===== src/design/jtb_pkg.sv =====
// ----------------------------------------------------------------------------
// jtb_pkg
// Shared types, constants and functions of the JTAG TAP bus monitor.
// ----------------------------------------------------------------------------
package jtb_pkg;

    localparam int MAX_BITS    = 64;
    localparam int CNT_W       = $clog2(MAX_BITS + 1);
    localparam int IDX_W       = $clog2(MAX_BITS);
    localparam int COUNT_W     = 7;
    localparam int VALUE_W     = 64;
    localparam int UNIT_W      = 7;
    localparam int CFG_IDX_W   = 3;
    localparam int CFG_DATA_W  = 7;
    localparam int QUEUE_DEPTH = 4;
    localparam int QPTR_W      = $clog2(QUEUE_DEPTH + 1);

    typedef enum logic [3:0] {
        TAP_TLR      = 4'd0,
        TAP_RTI      = 4'd1,
        TAP_SEL_DR   = 4'd2,
        TAP_CAP_DR   = 4'd3,
        TAP_SHIFT_DR = 4'd4,
        TAP_EXIT1_DR = 4'd5,
        TAP_PAUSE_DR = 4'd6,
        TAP_EXIT2_DR = 4'd7,
        TAP_UPD_DR   = 4'd8,
        TAP_SEL_IR   = 4'd9,
        TAP_CAP_IR   = 4'd10,
        TAP_SHIFT_IR = 4'd11,
        TAP_EXIT1_IR = 4'd12,
        TAP_PAUSE_IR = 4'd13,
        TAP_EXIT2_IR = 4'd14,
        TAP_UPD_IR   = 4'd15
    } t_tap;

    typedef enum logic [1:0] {
        CAUSE_UNIT  = 2'd0,
        CAUSE_STATE = 2'd1,
        CAUSE_TRST  = 2'd2
    } t_cause;

    typedef enum logic [CFG_IDX_W-1:0] {
        CFG_INITIAL_STATE = 3'd0,
        CFG_IR_LSB_FIRST  = 3'd1,
        CFG_DR_LSB_FIRST  = 3'd2,
        CFG_BITS_PER_UNIT = 3'd3,
        CFG_TDI_PRESENT   = 3'd4,
        CFG_TDO_PRESENT   = 3'd5
    } t_cfg_idx;

    typedef struct packed {
        t_tap              initial_state;
        logic              ir_lsb_first;
        logic              dr_lsb_first;
        logic [UNIT_W-1:0] bits_per_unit;
        logic              tdi_present;
        logic              tdo_present;
    } t_cfg_regs;

    typedef struct packed {
        t_cfg_regs regs;
        logic      init_wr;
        t_tap      init_value;
    } t_cfg;

    typedef struct packed {
        t_tap               frame_state;
        t_tap               next_state;
        logic [VALUE_W-1:0] tdi_value;
        logic [VALUE_W-1:0] tdo_value;
        logic [COUNT_W-1:0] bit_count;
        logic               overflow;
        t_cause             close_cause;
        logic               last;
    } t_result;

    typedef struct packed {
        logic    valid0;
        logic    valid1;
        t_result res0;
        t_result res1;
    } t_push;

    function automatic t_tap tap_next(input t_tap s, input logic tms);
        t_tap r;
        unique case (s)
            TAP_TLR:      r = tms ? TAP_TLR      : TAP_RTI;
            TAP_RTI:      r = tms ? TAP_SEL_DR   : TAP_RTI;
            TAP_SEL_DR:   r = tms ? TAP_SEL_IR   : TAP_CAP_DR;
            TAP_CAP_DR:   r = tms ? TAP_EXIT1_DR : TAP_SHIFT_DR;
            TAP_SHIFT_DR: r = tms ? TAP_EXIT1_DR : TAP_SHIFT_DR;
            TAP_EXIT1_DR: r = tms ? TAP_UPD_DR   : TAP_PAUSE_DR;
            TAP_PAUSE_DR: r = tms ? TAP_EXIT2_DR : TAP_PAUSE_DR;
            TAP_EXIT2_DR: r = tms ? TAP_UPD_DR   : TAP_SHIFT_DR;
            TAP_UPD_DR:   r = tms ? TAP_SEL_DR   : TAP_RTI;
            TAP_SEL_IR:   r = tms ? TAP_TLR      : TAP_CAP_IR;
            TAP_CAP_IR:   r = tms ? TAP_EXIT1_IR : TAP_SHIFT_IR;
            TAP_SHIFT_IR: r = tms ? TAP_EXIT1_IR : TAP_SHIFT_IR;
            TAP_EXIT1_IR: r = tms ? TAP_UPD_IR   : TAP_PAUSE_IR;
            TAP_PAUSE_IR: r = tms ? TAP_EXIT2_IR : TAP_PAUSE_IR;
            TAP_EXIT2_IR: r = tms ? TAP_UPD_IR   : TAP_SHIFT_IR;
            TAP_UPD_IR:   r = tms ? TAP_SEL_DR   : TAP_RTI;
        endcase
        return r;
    endfunction

    function automatic logic [MAX_BITS-1:0] bit_reverse(input logic [MAX_BITS-1:0] v);
        logic [MAX_BITS-1:0] r;
        for (int i = 0; i < MAX_BITS; i++) begin
            r[i] = v[MAX_BITS-1-i];
        end
        return r;
    endfunction

endpackage


===== src/design/jtb_intf.sv =====
// ----------------------------------------------------------------------------
// jtb_intf
// Valid/ready channels of the monitor: sample beats in, frame beats out, and
// the configuration write channel.
// ----------------------------------------------------------------------------
interface jtb_item_if;
    logic valid;
    logic ready;
    logic mode;
    logic tms;
    logic tdi;
    logic tdo;

    modport source (output valid, mode, tms, tdi, tdo, input ready);
    modport sink   (input valid, mode, tms, tdi, tdo, output ready);
endinterface

interface jtb_result_if;
    logic                        valid;
    logic                        ready;
    jtb_pkg::t_tap               frame_state;
    jtb_pkg::t_tap               next_state;
    logic [jtb_pkg::VALUE_W-1:0] tdi_value;
    logic [jtb_pkg::VALUE_W-1:0] tdo_value;
    logic [jtb_pkg::COUNT_W-1:0] bit_count;
    logic                        overflow;
    jtb_pkg::t_cause             close_cause;
    logic                        last;

    modport source (output valid, frame_state, next_state, tdi_value, tdo_value,
                    bit_count, overflow, close_cause, last, input ready);
    modport sink   (input valid, frame_state, next_state, tdi_value, tdo_value,
                    bit_count, overflow, close_cause, last, output ready);
endinterface

interface jtb_cfg_if;
    logic                           valid;
    logic                           ready;
    logic [jtb_pkg::CFG_IDX_W-1:0]  index;
    logic [jtb_pkg::CFG_DATA_W-1:0] data;

    modport source (output valid, index, data, input ready);
    modport sink   (input valid, index, data, output ready);
endinterface


===== src/design/jtb_cfg_regs.sv =====
// ----------------------------------------------------------------------------
// jtb_cfg_regs
// Configuration register file with a write-only valid/ready port.
// ----------------------------------------------------------------------------
module jtb_cfg_regs (
    input  logic          i_clk,
    input  logic          i_rst_n,
    jtb_cfg_if.sink       i_cfg,
    output jtb_pkg::t_cfg o_cfg
);
    import jtb_pkg::*;

    t_cfg_regs r_regs;
    t_cfg_regs n_regs;
    logic      wr;

    assign i_cfg.ready = 1'b1;
    assign wr          = i_cfg.valid && i_cfg.ready;

    always_comb begin
        n_regs = r_regs;
        if (wr) begin
            unique case (t_cfg_idx'(i_cfg.index))
                CFG_INITIAL_STATE: n_regs.initial_state = t_tap'(i_cfg.data[3:0]);
                CFG_IR_LSB_FIRST:  n_regs.ir_lsb_first  = i_cfg.data[0];
                CFG_DR_LSB_FIRST:  n_regs.dr_lsb_first  = i_cfg.data[0];
                CFG_BITS_PER_UNIT: n_regs.bits_per_unit = i_cfg.data[UNIT_W-1:0];
                CFG_TDI_PRESENT:   n_regs.tdi_present   = i_cfg.data[0];
                CFG_TDO_PRESENT:   n_regs.tdo_present   = i_cfg.data[0];
                default: begin
                end
            endcase
        end
    end

    always_ff @(posedge i_clk) begin
        if (!i_rst_n) begin
            r_regs.initial_state <= TAP_TLR;
            r_regs.ir_lsb_first  <= 1'b0;
            r_regs.dr_lsb_first  <= 1'b0;
            r_regs.bits_per_unit <= '0;
            r_regs.tdi_present   <= 1'b1;
            r_regs.tdo_present   <= 1'b1;
        end else begin
            r_regs <= n_regs;
        end
    end

    assign o_cfg.regs       = r_regs;
    assign o_cfg.init_wr    = wr && (t_cfg_idx'(i_cfg.index) == CFG_INITIAL_STATE);
    assign o_cfg.init_value = t_tap'(i_cfg.data[3:0]);

endmodule


===== src/design/jtb_core.sv =====
// ----------------------------------------------------------------------------
// jtb_core
// Input register, TAP tracking, bit collection and frame formatting.
// ----------------------------------------------------------------------------
module jtb_core (
    input  logic           i_clk,
    input  logic           i_rst_n,
    jtb_item_if.sink       i_in,
    input  jtb_pkg::t_cfg  i_cfg,
    input  logic           i_room,
    output jtb_pkg::t_push o_push
);
    import jtb_pkg::*;

    logic                r_in_valid;
    logic                r_mode;
    logic                r_tms;
    logic                r_tdi_bit;
    logic                r_tdo_bit;
    t_tap                r_tap;
    logic [MAX_BITS-1:0] r_tdi;
    logic [MAX_BITS-1:0] r_tdo;
    logic [CNT_W-1:0]    r_cnt;
    logic                r_ov;
    logic                r_started;

    t_tap                n_tap;
    logic [MAX_BITS-1:0] n_tdi;
    logic [MAX_BITS-1:0] n_tdo;
    logic [CNT_W-1:0]    n_cnt;
    logic                n_ov;

    logic                proc;
    logic                is_shift;
    logic                collect;
    logic [MAX_BITS-1:0] col_tdi;
    logic [MAX_BITS-1:0] col_tdo;
    logic [CNT_W-1:0]    col_cnt;
    logic                col_ov;
    logic                unit_close;
    logic                state_close;
    logic                trst;
    t_tap                nxt;
    logic                lsb;
    logic [MAX_BITS-1:0] fmt_tdi;
    logic [MAX_BITS-1:0] fmt_tdo;
    t_result             data_res;
    t_result             res_b;

    assign proc        = r_in_valid && i_room;
    assign i_in.ready  = !r_in_valid || proc;
    assign is_shift    = (r_tap == TAP_SHIFT_DR) || (r_tap == TAP_SHIFT_IR);
    assign collect     = proc && !r_mode && is_shift &&
                         (i_cfg.regs.tdi_present || i_cfg.regs.tdo_present);
    assign trst        = proc && r_mode;
    assign nxt         = tap_next(r_tap, r_tms);
    assign state_close = proc && !r_mode && (nxt != r_tap);

    always_comb begin
        col_tdi = r_tdi;
        col_tdo = r_tdo;
        col_cnt = r_cnt;
        col_ov  = r_ov;
        if (collect) begin
            if (r_cnt == CNT_W'(MAX_BITS)) begin
                col_ov = 1'b1;
            end else begin
                col_tdi[r_cnt[IDX_W-1:0]] = r_tdi_bit;
                col_tdo[r_cnt[IDX_W-1:0]] = r_tdo_bit;
                col_cnt = r_cnt + CNT_W'(1);
            end
        end
    end

    assign unit_close = collect && (i_cfg.regs.bits_per_unit != '0) &&
                        (COUNT_W'(col_cnt) >= i_cfg.regs.bits_per_unit);

    assign lsb = (r_tap == TAP_SHIFT_IR) ? i_cfg.regs.ir_lsb_first
                                         : i_cfg.regs.dr_lsb_first;

    always_comb begin
        fmt_tdi = lsb ? col_tdi : (bit_reverse(col_tdi) >> (CNT_W'(MAX_BITS) - col_cnt));
        fmt_tdo = lsb ? col_tdo : (bit_reverse(col_tdo) >> (CNT_W'(MAX_BITS) - col_cnt));
        if (!is_shift || !i_cfg.regs.tdi_present) begin
            fmt_tdi = '0;
        end
        if (!is_shift || !i_cfg.regs.tdo_present) begin
            fmt_tdo = '0;
        end
    end

    always_comb begin
        data_res.frame_state = r_tap;
        data_res.next_state  = r_tap;
        data_res.tdi_value   = VALUE_W'(fmt_tdi);
        data_res.tdo_value   = VALUE_W'(fmt_tdo);
        data_res.bit_count   = is_shift ? COUNT_W'(col_cnt) : '0;
        data_res.overflow    = is_shift && col_ov;
        data_res.close_cause = CAUSE_UNIT;
        data_res.last        = 1'b0;

        res_b             = data_res;
        res_b.next_state  = nxt;
        res_b.close_cause = CAUSE_STATE;
        res_b.last        = 1'b1;
        if (unit_close) begin
            res_b.tdi_value = '0;
            res_b.tdo_value = '0;
            res_b.bit_count = '0;
            res_b.overflow  = 1'b0;
        end

        o_push.valid0 = 1'b0;
        o_push.valid1 = 1'b0;
        o_push.res0   = data_res;
        o_push.res1   = res_b;
        if (trst) begin
            o_push.valid0           = 1'b1;
            o_push.res0.next_state  = TAP_TLR;
            o_push.res0.close_cause = CAUSE_TRST;
            o_push.res0.last        = 1'b1;
        end else if (unit_close) begin
            o_push.valid0      = 1'b1;
            o_push.valid1      = state_close;
            o_push.res0.last   = !state_close;
        end else if (state_close) begin
            o_push.valid0 = 1'b1;
            o_push.res0   = res_b;
        end
    end

    always_comb begin
        n_tap = r_tap;
        n_tdi = r_tdi;
        n_tdo = r_tdo;
        n_cnt = r_cnt;
        n_ov  = r_ov;
        if (proc) begin
            n_tap = trst ? TAP_TLR : nxt;
            if (trst || unit_close || state_close) begin
                n_tdi = '0;
                n_tdo = '0;
                n_cnt = '0;
                n_ov  = 1'b0;
            end else begin
                n_tdi = col_tdi;
                n_tdo = col_tdo;
                n_cnt = col_cnt;
                n_ov  = col_ov;
            end
        end else if (!r_started && i_cfg.init_wr) begin
            n_tap = i_cfg.init_value;
        end
    end

    always_ff @(posedge i_clk) begin
        if (!i_rst_n) begin
            r_in_valid <= 1'b0;
            r_tap      <= TAP_TLR;
            r_tdi      <= '0;
            r_tdo      <= '0;
            r_cnt      <= '0;
            r_ov       <= 1'b0;
            r_started  <= 1'b0;
        end else begin
            r_in_valid <= (i_in.valid && i_in.ready) || (r_in_valid && !proc);
            r_tap      <= n_tap;
            r_tdi      <= n_tdi;
            r_tdo      <= n_tdo;
            r_cnt      <= n_cnt;
            r_ov       <= n_ov;
            r_started  <= r_started || proc;
        end
    end

    always_ff @(posedge i_clk) begin
        if (i_in.valid && i_in.ready) begin
            r_mode    <= i_in.mode;
            r_tms     <= i_in.tms;
            r_tdi_bit <= i_in.tdi;
            r_tdo_bit <= i_in.tdo;
        end
    end

    a_cnt_bound: assert property (@(posedge i_clk) disable iff (!i_rst_n)
        r_cnt <= CNT_W'(MAX_BITS))
        else $error("Shift count exceeds the store width.");

    a_trst_reset: assert property (@(posedge i_clk) disable iff (!i_rst_n)
        trst |=> (r_tap == TAP_TLR) && (r_cnt == '0) && !r_ov)
        else $error("TRST did not return the TAP to Test-Logic-Reset.");

    a_close_clears: assert property (@(posedge i_clk) disable iff (!i_rst_n)
        (unit_close || state_close) |=> (r_cnt == '0) && (r_tdi == '0) && (r_tdo == '0))
        else $error("Closed frame left bits in the store.");

endmodule


===== src/design/jtb_result_queue.sv =====
// ----------------------------------------------------------------------------
// jtb_result_queue
// Collapsing result queue that takes up to two frames per cycle and hands one
// frame per beat to the output channel.
// ----------------------------------------------------------------------------
module jtb_result_queue (
    input  logic           i_clk,
    input  logic           i_rst_n,
    input  jtb_pkg::t_push i_push,
    output logic           o_room,
    jtb_result_if.source   o_out
);
    import jtb_pkg::*;

    t_result           r_q [QUEUE_DEPTH];
    t_result           n_q [QUEUE_DEPTH];
    logic [QPTR_W-1:0] r_count;
    logic [QPTR_W-1:0] n_count;
    logic [QPTR_W-1:0] base;
    logic              pop;

    assign o_out.valid = (r_count != '0);
    assign pop         = o_out.valid && o_out.ready;
    assign o_room      = (r_count <= QPTR_W'(QUEUE_DEPTH - 2));
    assign base        = r_count - QPTR_W'(pop);
    assign n_count     = base + QPTR_W'(i_push.valid0) + QPTR_W'(i_push.valid1);

    always_comb begin
        for (int i = 0; i < QUEUE_DEPTH - 1; i++) begin
            n_q[i] = pop ? r_q[i+1] : r_q[i];
        end
        n_q[QUEUE_DEPTH-1] = r_q[QUEUE_DEPTH-1];
        for (int i = 0; i < QUEUE_DEPTH; i++) begin
            if (i_push.valid0 && (QPTR_W'(i) == base)) begin
                n_q[i] = i_push.res0;
            end
            if (i_push.valid1 && (QPTR_W'(i) == base + QPTR_W'(1))) begin
                n_q[i] = i_push.res1;
            end
        end
    end

    always_ff @(posedge i_clk) begin
        if (!i_rst_n) begin
            r_count <= '0;
        end else begin
            r_count <= n_count;
        end
    end

    always_ff @(posedge i_clk) begin
        r_q <= n_q;
    end

    assign o_out.frame_state = r_q[0].frame_state;
    assign o_out.next_state  = r_q[0].next_state;
    assign o_out.tdi_value   = r_q[0].tdi_value;
    assign o_out.tdo_value   = r_q[0].tdo_value;
    assign o_out.bit_count   = r_q[0].bit_count;
    assign o_out.overflow    = r_q[0].overflow;
    assign o_out.close_cause = r_q[0].close_cause;
    assign o_out.last        = r_q[0].last;

    a_count_bound: assert property (@(posedge i_clk) disable iff (!i_rst_n)
        r_count <= QPTR_W'(QUEUE_DEPTH))
        else $error("Result queue count exceeds its depth.");

    a_push_room: assert property (@(posedge i_clk) disable iff (!i_rst_n)
        i_push.valid0 |-> o_room)
        else $error("Frames pushed without room in the result queue.");

    a_push_order: assert property (@(posedge i_clk) disable iff (!i_rst_n)
        i_push.valid1 |-> i_push.valid0)
        else $error("Second frame pushed without a first one.");

endmodule


===== src/design/jtag_tap_bus_monitor_top.sv =====
// Path: a frame closed by a sample beat passes the input register and then the result queue
// before it is offered; while the queue lacks room the beat waits in the input register.
// Throughput: one sample beat per cycle while the result queue has room; a beat that closes two
// frames takes two output beats, and a four-entry result queue absorbs the difference.
// Reset: synchronous, active low; TAP tracking returns to Test-Logic-Reset, the bit
// store and the queue empty at once, and configuration takes its reset values.
// ----------------------------------------------------------------------------
// jtag_tap_bus_monitor_top
// Passive JTAG monitor that follows the TAP controller and reports shift frames.
// ----------------------------------------------------------------------------
module jtag_tap_bus_monitor_top (
    input  logic         i_clk,
    input  logic         i_rst_n,
    jtb_item_if.sink     i_in,
    jtb_cfg_if.sink      i_cfg,
    jtb_result_if.source o_out
);
    import jtb_pkg::*;

    t_cfg  cfg;
    t_push push;
    logic  room;

    jtb_cfg_regs u_cfg_regs (
        .i_clk   (i_clk),
        .i_rst_n (i_rst_n),
        .i_cfg   (i_cfg),
        .o_cfg   (cfg)
    );

    jtb_core u_core (
        .i_clk   (i_clk),
        .i_rst_n (i_rst_n),
        .i_in    (i_in),
        .i_cfg   (cfg),
        .i_room  (room),
        .o_push  (push)
    );

    jtb_result_queue u_result_queue (
        .i_clk   (i_clk),
        .i_rst_n (i_rst_n),
        .i_push  (push),
        .o_room  (room),
        .o_out   (o_out)
    );

endmodule


===== src/flat_wrapper.sv =====
// flat-port wrapper written by rule: the top's interface ports become plain ports
module jtag_tap_bus_monitor_top_flat import jtb_pkg::*;
  (i_clk, i_rst_n, i_in_valid, i_in_mode, i_in_tms, i_in_tdi, i_in_tdo, i_in_ready, i_cfg_valid, i_cfg_index, i_cfg_data, i_cfg_ready, o_out_valid, o_out_frame_state, o_out_next_state, o_out_tdi_value, o_out_tdo_value, o_out_bit_count, o_out_overflow, o_out_close_cause, o_out_last, o_out_ready);
  jtb_item_if i_in_i ();
  jtb_cfg_if i_cfg_i ();
  jtb_result_if o_out_i ();
  input  logic i_clk;
  input  logic i_rst_n;
  input wire logic [$bits(i_in_i.valid)-1:0] i_in_valid;
  input wire logic [$bits(i_in_i.mode)-1:0] i_in_mode;
  input wire logic [$bits(i_in_i.tms)-1:0] i_in_tms;
  input wire logic [$bits(i_in_i.tdi)-1:0] i_in_tdi;
  input wire logic [$bits(i_in_i.tdo)-1:0] i_in_tdo;
  output wire logic [$bits(i_in_i.ready)-1:0] i_in_ready;
  input wire logic [$bits(i_cfg_i.valid)-1:0] i_cfg_valid;
  input wire logic [$bits(i_cfg_i.index)-1:0] i_cfg_index;
  input wire logic [$bits(i_cfg_i.data)-1:0] i_cfg_data;
  output wire logic [$bits(i_cfg_i.ready)-1:0] i_cfg_ready;
  output wire logic [$bits(o_out_i.valid)-1:0] o_out_valid;
  output wire logic [$bits(o_out_i.frame_state)-1:0] o_out_frame_state;
  output wire logic [$bits(o_out_i.next_state)-1:0] o_out_next_state;
  output wire logic [$bits(o_out_i.tdi_value)-1:0] o_out_tdi_value;
  output wire logic [$bits(o_out_i.tdo_value)-1:0] o_out_tdo_value;
  output wire logic [$bits(o_out_i.bit_count)-1:0] o_out_bit_count;
  output wire logic [$bits(o_out_i.overflow)-1:0] o_out_overflow;
  output wire logic [$bits(o_out_i.close_cause)-1:0] o_out_close_cause;
  output wire logic [$bits(o_out_i.last)-1:0] o_out_last;
  input wire logic [$bits(o_out_i.ready)-1:0] o_out_ready;
  assign i_in_i.valid = i_in_valid;
  assign i_in_i.mode = i_in_mode;
  assign i_in_i.tms = i_in_tms;
  assign i_in_i.tdi = i_in_tdi;
  assign i_in_i.tdo = i_in_tdo;
  assign i_in_ready = i_in_i.ready;
  assign i_cfg_i.valid = i_cfg_valid;
  assign i_cfg_i.index = i_cfg_index;
  assign i_cfg_i.data = i_cfg_data;
  assign i_cfg_ready = i_cfg_i.ready;
  assign o_out_valid = o_out_i.valid;
  assign o_out_frame_state = o_out_i.frame_state;
  assign o_out_next_state = o_out_i.next_state;
  assign o_out_tdi_value = o_out_i.tdi_value;
  assign o_out_tdo_value = o_out_i.tdo_value;
  assign o_out_bit_count = o_out_i.bit_count;
  assign o_out_overflow = o_out_i.overflow;
  assign o_out_close_cause = o_out_i.close_cause;
  assign o_out_last = o_out_i.last;
  assign o_out_i.ready = o_out_ready;
  jtag_tap_bus_monitor_top u_core (.i_clk(i_clk), .i_rst_n(i_rst_n), .i_in(i_in_i), .i_cfg(i_cfg_i), .o_out(o_out_i));
endmodule

===== config.mk =====
export PLATFORM = sky130hd
export DESIGN_NAME = jtag_tap_bus_monitor_top_flat
export DESIGN_NICKNAME = d
export VERILOG_FILES = /design/src/design/jtb_pkg.sv /design/src/design/jtb_intf.sv /design/src/design/jtb_cfg_regs.sv /design/src/design/jtb_core.sv /design/src/design/jtb_result_queue.sv /design/src/design/jtag_tap_bus_monitor_top.sv /design/src/flat_wrapper.sv
export SDC_FILE = /design/constraint.sdc
export NUM_CORES = 2
export LEC_CHECK = 0
export BUFFER_PORTS_ARGS = -buffer_cell sky130_fd_sc_hd__buf_4
export CAP_MARGIN = 20
export CELL_PAD_IN_SITES_DETAIL_PLACEMENT = 0
export CELL_PAD_IN_SITES_GLOBAL_PLACEMENT = 1
export CORE_AREA = 2 2 471 333
export CTS_BUF_LIST = sky130_fd_sc_hd__clkbuf_16
export CTS_CLUSTER_DIAMETER = 40
export DETAILED_ROUTE_END_ITERATION = 12
export DIE_AREA = 0 0 473 335
export HOLD_SLACK_MARGIN = 0.05
export PLACE_DENSITY_LB_ADDON = 0.1
export SYNTH_ARGS = -nofsm -noshare
export SYNTH_HDL_FRONTEND = slang
export SYNTH_HIERARCHICAL = 1
export SYNTH_SLANG_ARGS = --single-unit

===== constraint.sdc =====
create_clock -name i_clk -period 13.2 [get_ports i_clk]
set_input_delay 2.64 -clock i_clk [delete_from_list [all_inputs] [get_ports i_clk]]
set_output_delay 2.64 -clock i_clk [all_outputs]
set_load 0.02 [all_outputs]

==> results.yml <==
run_status:
  status: "finished, violations left"
  violations: "slew limit"
clocking:
  post_cts_buffers: 0
  cts_tree: "done"
  cts_buffers: 132
  root_buffer: "clkbuf_16"
  cts.htree.levels: 4
  clk_pin_slew_ns: 0.05
  insertion_delay_ns: 0.80
  cts_resized: 0
  clockBufferDepth: 3
  cts_hold_buf: 0
  clock_sinks: 748
floorplanning:
  initial_core_util_pct: 34.7
  core-area_um2: 154000
  die_y_um: 335
  pin_count: 169
  fp.dieW_um: 473
  row_count: 121
  dieArea_um2: 158000
grt:
  grt_max_degree: 169
  grt_pass1_wl_um: 395000
  global_route.overflow_total: 0
  grt_pass1_vias: 48700
  grt.total_usage_pct: 34.5
  grt_antenna_before_repair: 11
placement:
  port_buffers: 167
  gp_congestion: 1.02
  place_inst: 7693
  dpl.hpwl_um: 190000
sta:
  period_share_pct: 70.7
  finalHoldViolations: 0
  slew_viol_final: 20
  skew_ns: 0.0432
  max_slew.worst_pin.slew_ns: 1.52
  min_period_ns: 9.33
  rsz0062_at_grt: "false"
  fin_tns_setup_ns: 0
  finalSetupViolations: 0
  max_clock_freq_ghz: 0.107
  relSlewSlack_pct: -1.56
critical_path:
  cp_max_fo: 75
  path_class: "register to register"
  cp.required_ns: 13.61
  reg2reg_from: "u_core/u_core/r_cnt[0]"
  crit_top_cell: "ha_1"
  cp.arrival_ns: 9.74
  cp-startpoint: "u_core/u_core/r_cnt[0]"
  crit_path_end_kind: "register"
  start_kind: "register"
  cp_slowest_stage_delay_ns: 0.88
  critical_path.cell_chain: "clkinv_1, ha_1, and3b_1, nand2_1, a21o_1, o21a_1, clkinv_1, ha_1, nor2_1, a211oi_4, buf_12, inv_1, ha_1, nand2b_4, and3_4, nand3b_1, buf_4, buf_4"
  crit_path_top_delay_cell: "dfxtp_1"
logic_synthesis:
  syn-mean-instance-area_um2: 8.79
  synth_area_um2: 53400
  synthCells: 6075
  yosysWarnings: 6
detailed_routing:
  vias: 52600
  first_iter_violations: 7299
  postRouteAntennaNets: 0
  wl_per_cell_um: 35.5
  routed_via_density: 6.62
  drc: 0
  drt_pre_antenna_iters: 8
  drt-total-wl_um: 282000
job:
  maxCapViolCount: 0
power:
  power.leakage_nw: 20.2
  irDropWorstVdd_mv: 0.434
  p_per_area_nw_per_um2: 192
cells_and_area:
  post-route-util_pct: 38.7
  fillers: 15500
  area_growth_pct: 11.7
  drive_above_1_share_pct: 17.2
  nets: 5836
  stdcell_count: 7942
worst_hold_path:
  min-delay-path-class: "register to register"
  hp-start: "u_core/u_cfg_regs/o_cfg[14]"
[state kept, by name, summed over array words and instances, names as in the netlist, 2 cells and up]
name	count
u_core/u_cfg_regs/o_cfg	11
u_core/u_core/r_cnt	7
u_core/u_core/r_tap	4
u_core/u_core/r_tdi	64
u_core/u_core/r_tdo	64
u_core/u_result_queue/o_out.bit_count	7
u_core/u_result_queue/o_out.close_cause	2
u_core/u_result_queue/o_out.frame_state	4
u_core/u_result_queue/o_out.next_state	4
u_core/u_result_queue/o_out.tdi_value	64
u_core/u_result_queue/o_out.tdo_value	64
u_core/u_result_queue/r_count	3
u_core/u_result_queue/r_q	441
[final timing paths]
kind                                                                  end  slack [ns]  cells after the start
worst min-delay path                          u_core/u_cfg_regs/o_cfg[14]        0.47                      2
worst max-delay path            u_core/u_result_queue/o_out.tdi_value[28]        3.87                     18
worst max register to register  u_core/u_result_queue/o_out.tdi_value[28]        3.87                     18
worst min register to register                u_core/u_cfg_regs/o_cfg[14]        0.47                      2
[layout make-up]
type | instances | area, µm² | share of cell area (%)
multi-input cells | 4525 | 28600 | 47.9
clock buffers | 139 | 3480 | 5.83
well taps | 2029 | 2540 | 4.25
flip-flops and latches | 748 | 20900 | 35.0
diodes | 5 | 12.5 | 0.0210
repair buffers | 364 | 2930 | 4.91
inverters | 31 | 121 | 0.203
clock inverters | 101 | 1120 | 1.88
[worst max-delay path, delay by kind of cell, from the launching register on]
kind	cells	cell delay (ns)
buffers and inverters	6	3.43
flip-flops	1	0.88
AND/OR/NAND/NOR	6	2.12
AO/OA/AOI/OAI	3	0.97
adder cells (fa/ha/maj)	3	1.29
[metrics by stage]
| stage | hold slack, ns | cell area (µm²) | total power [mW] | setup slack (ns) |
|---|---|---|---|---|
| 2_1_floorplan | 0.435 | 53400 | 6.53 | 3.55 |
| 3_5_place_dp | 0.460 | 55000 | 7.82 | 3.94 |
| 5_1_grt | 0.491 | 59700 | 11.9 | 3.62 |
| 4_1_cts | 0.473 | 59600 | 11.5 | 3.97 |
| 3_3_place_gp | 0.464 | 55000 | 7.85 | 3.99 |
| 6_report | 0.469 | 59700 | 11.5 | 3.87 |
[per-layer routing]
metal	up-vias	GRT usage, %	share of wire [%]
met2	3138	50.1	42
met4	4	12.6	4.1
li1	22500	-	-
met3	544	8.34	9.9
met1	26400	49.4	44
met5	-	0	0.012
[placed cells by master (no fill, tap or decap), types with 24 or more instances in the layout]
cell / count
a211oi_1: 75
nand4_1: 492
o211ai_1: 421
inv_1: 42
edfxtp_1: 592
nand2_1: 1169
o22ai_1: 91
a22oi_1: 95
o31ai_1: 25
o21ai_0: 231
mux2_2: 205
nor3_1: 138
nor2_1: 273
clkbuf_16: 139
a31oi_1: 39
and2_1: 98
dfxtp_1: 156
nand3_1: 135
a21oi_1: 170
mux2i_1: 132
o211ai_2: 122
nor4_1: 24
nor2b_1: 99
a32oi_1: 24
buf_4: 345
[report_power, final]
part / internal (mW) / leakage [nW] / switching, mW
Combinational: 0.884 / 10.9 / 3.20
Sequential: 3.51 / 6.96 / 0.241
Clock: 2.29 / 2.30 / 1.33
Total: 6.68 / 20.2 / 4.77
(Power assumes the default switching activity.)
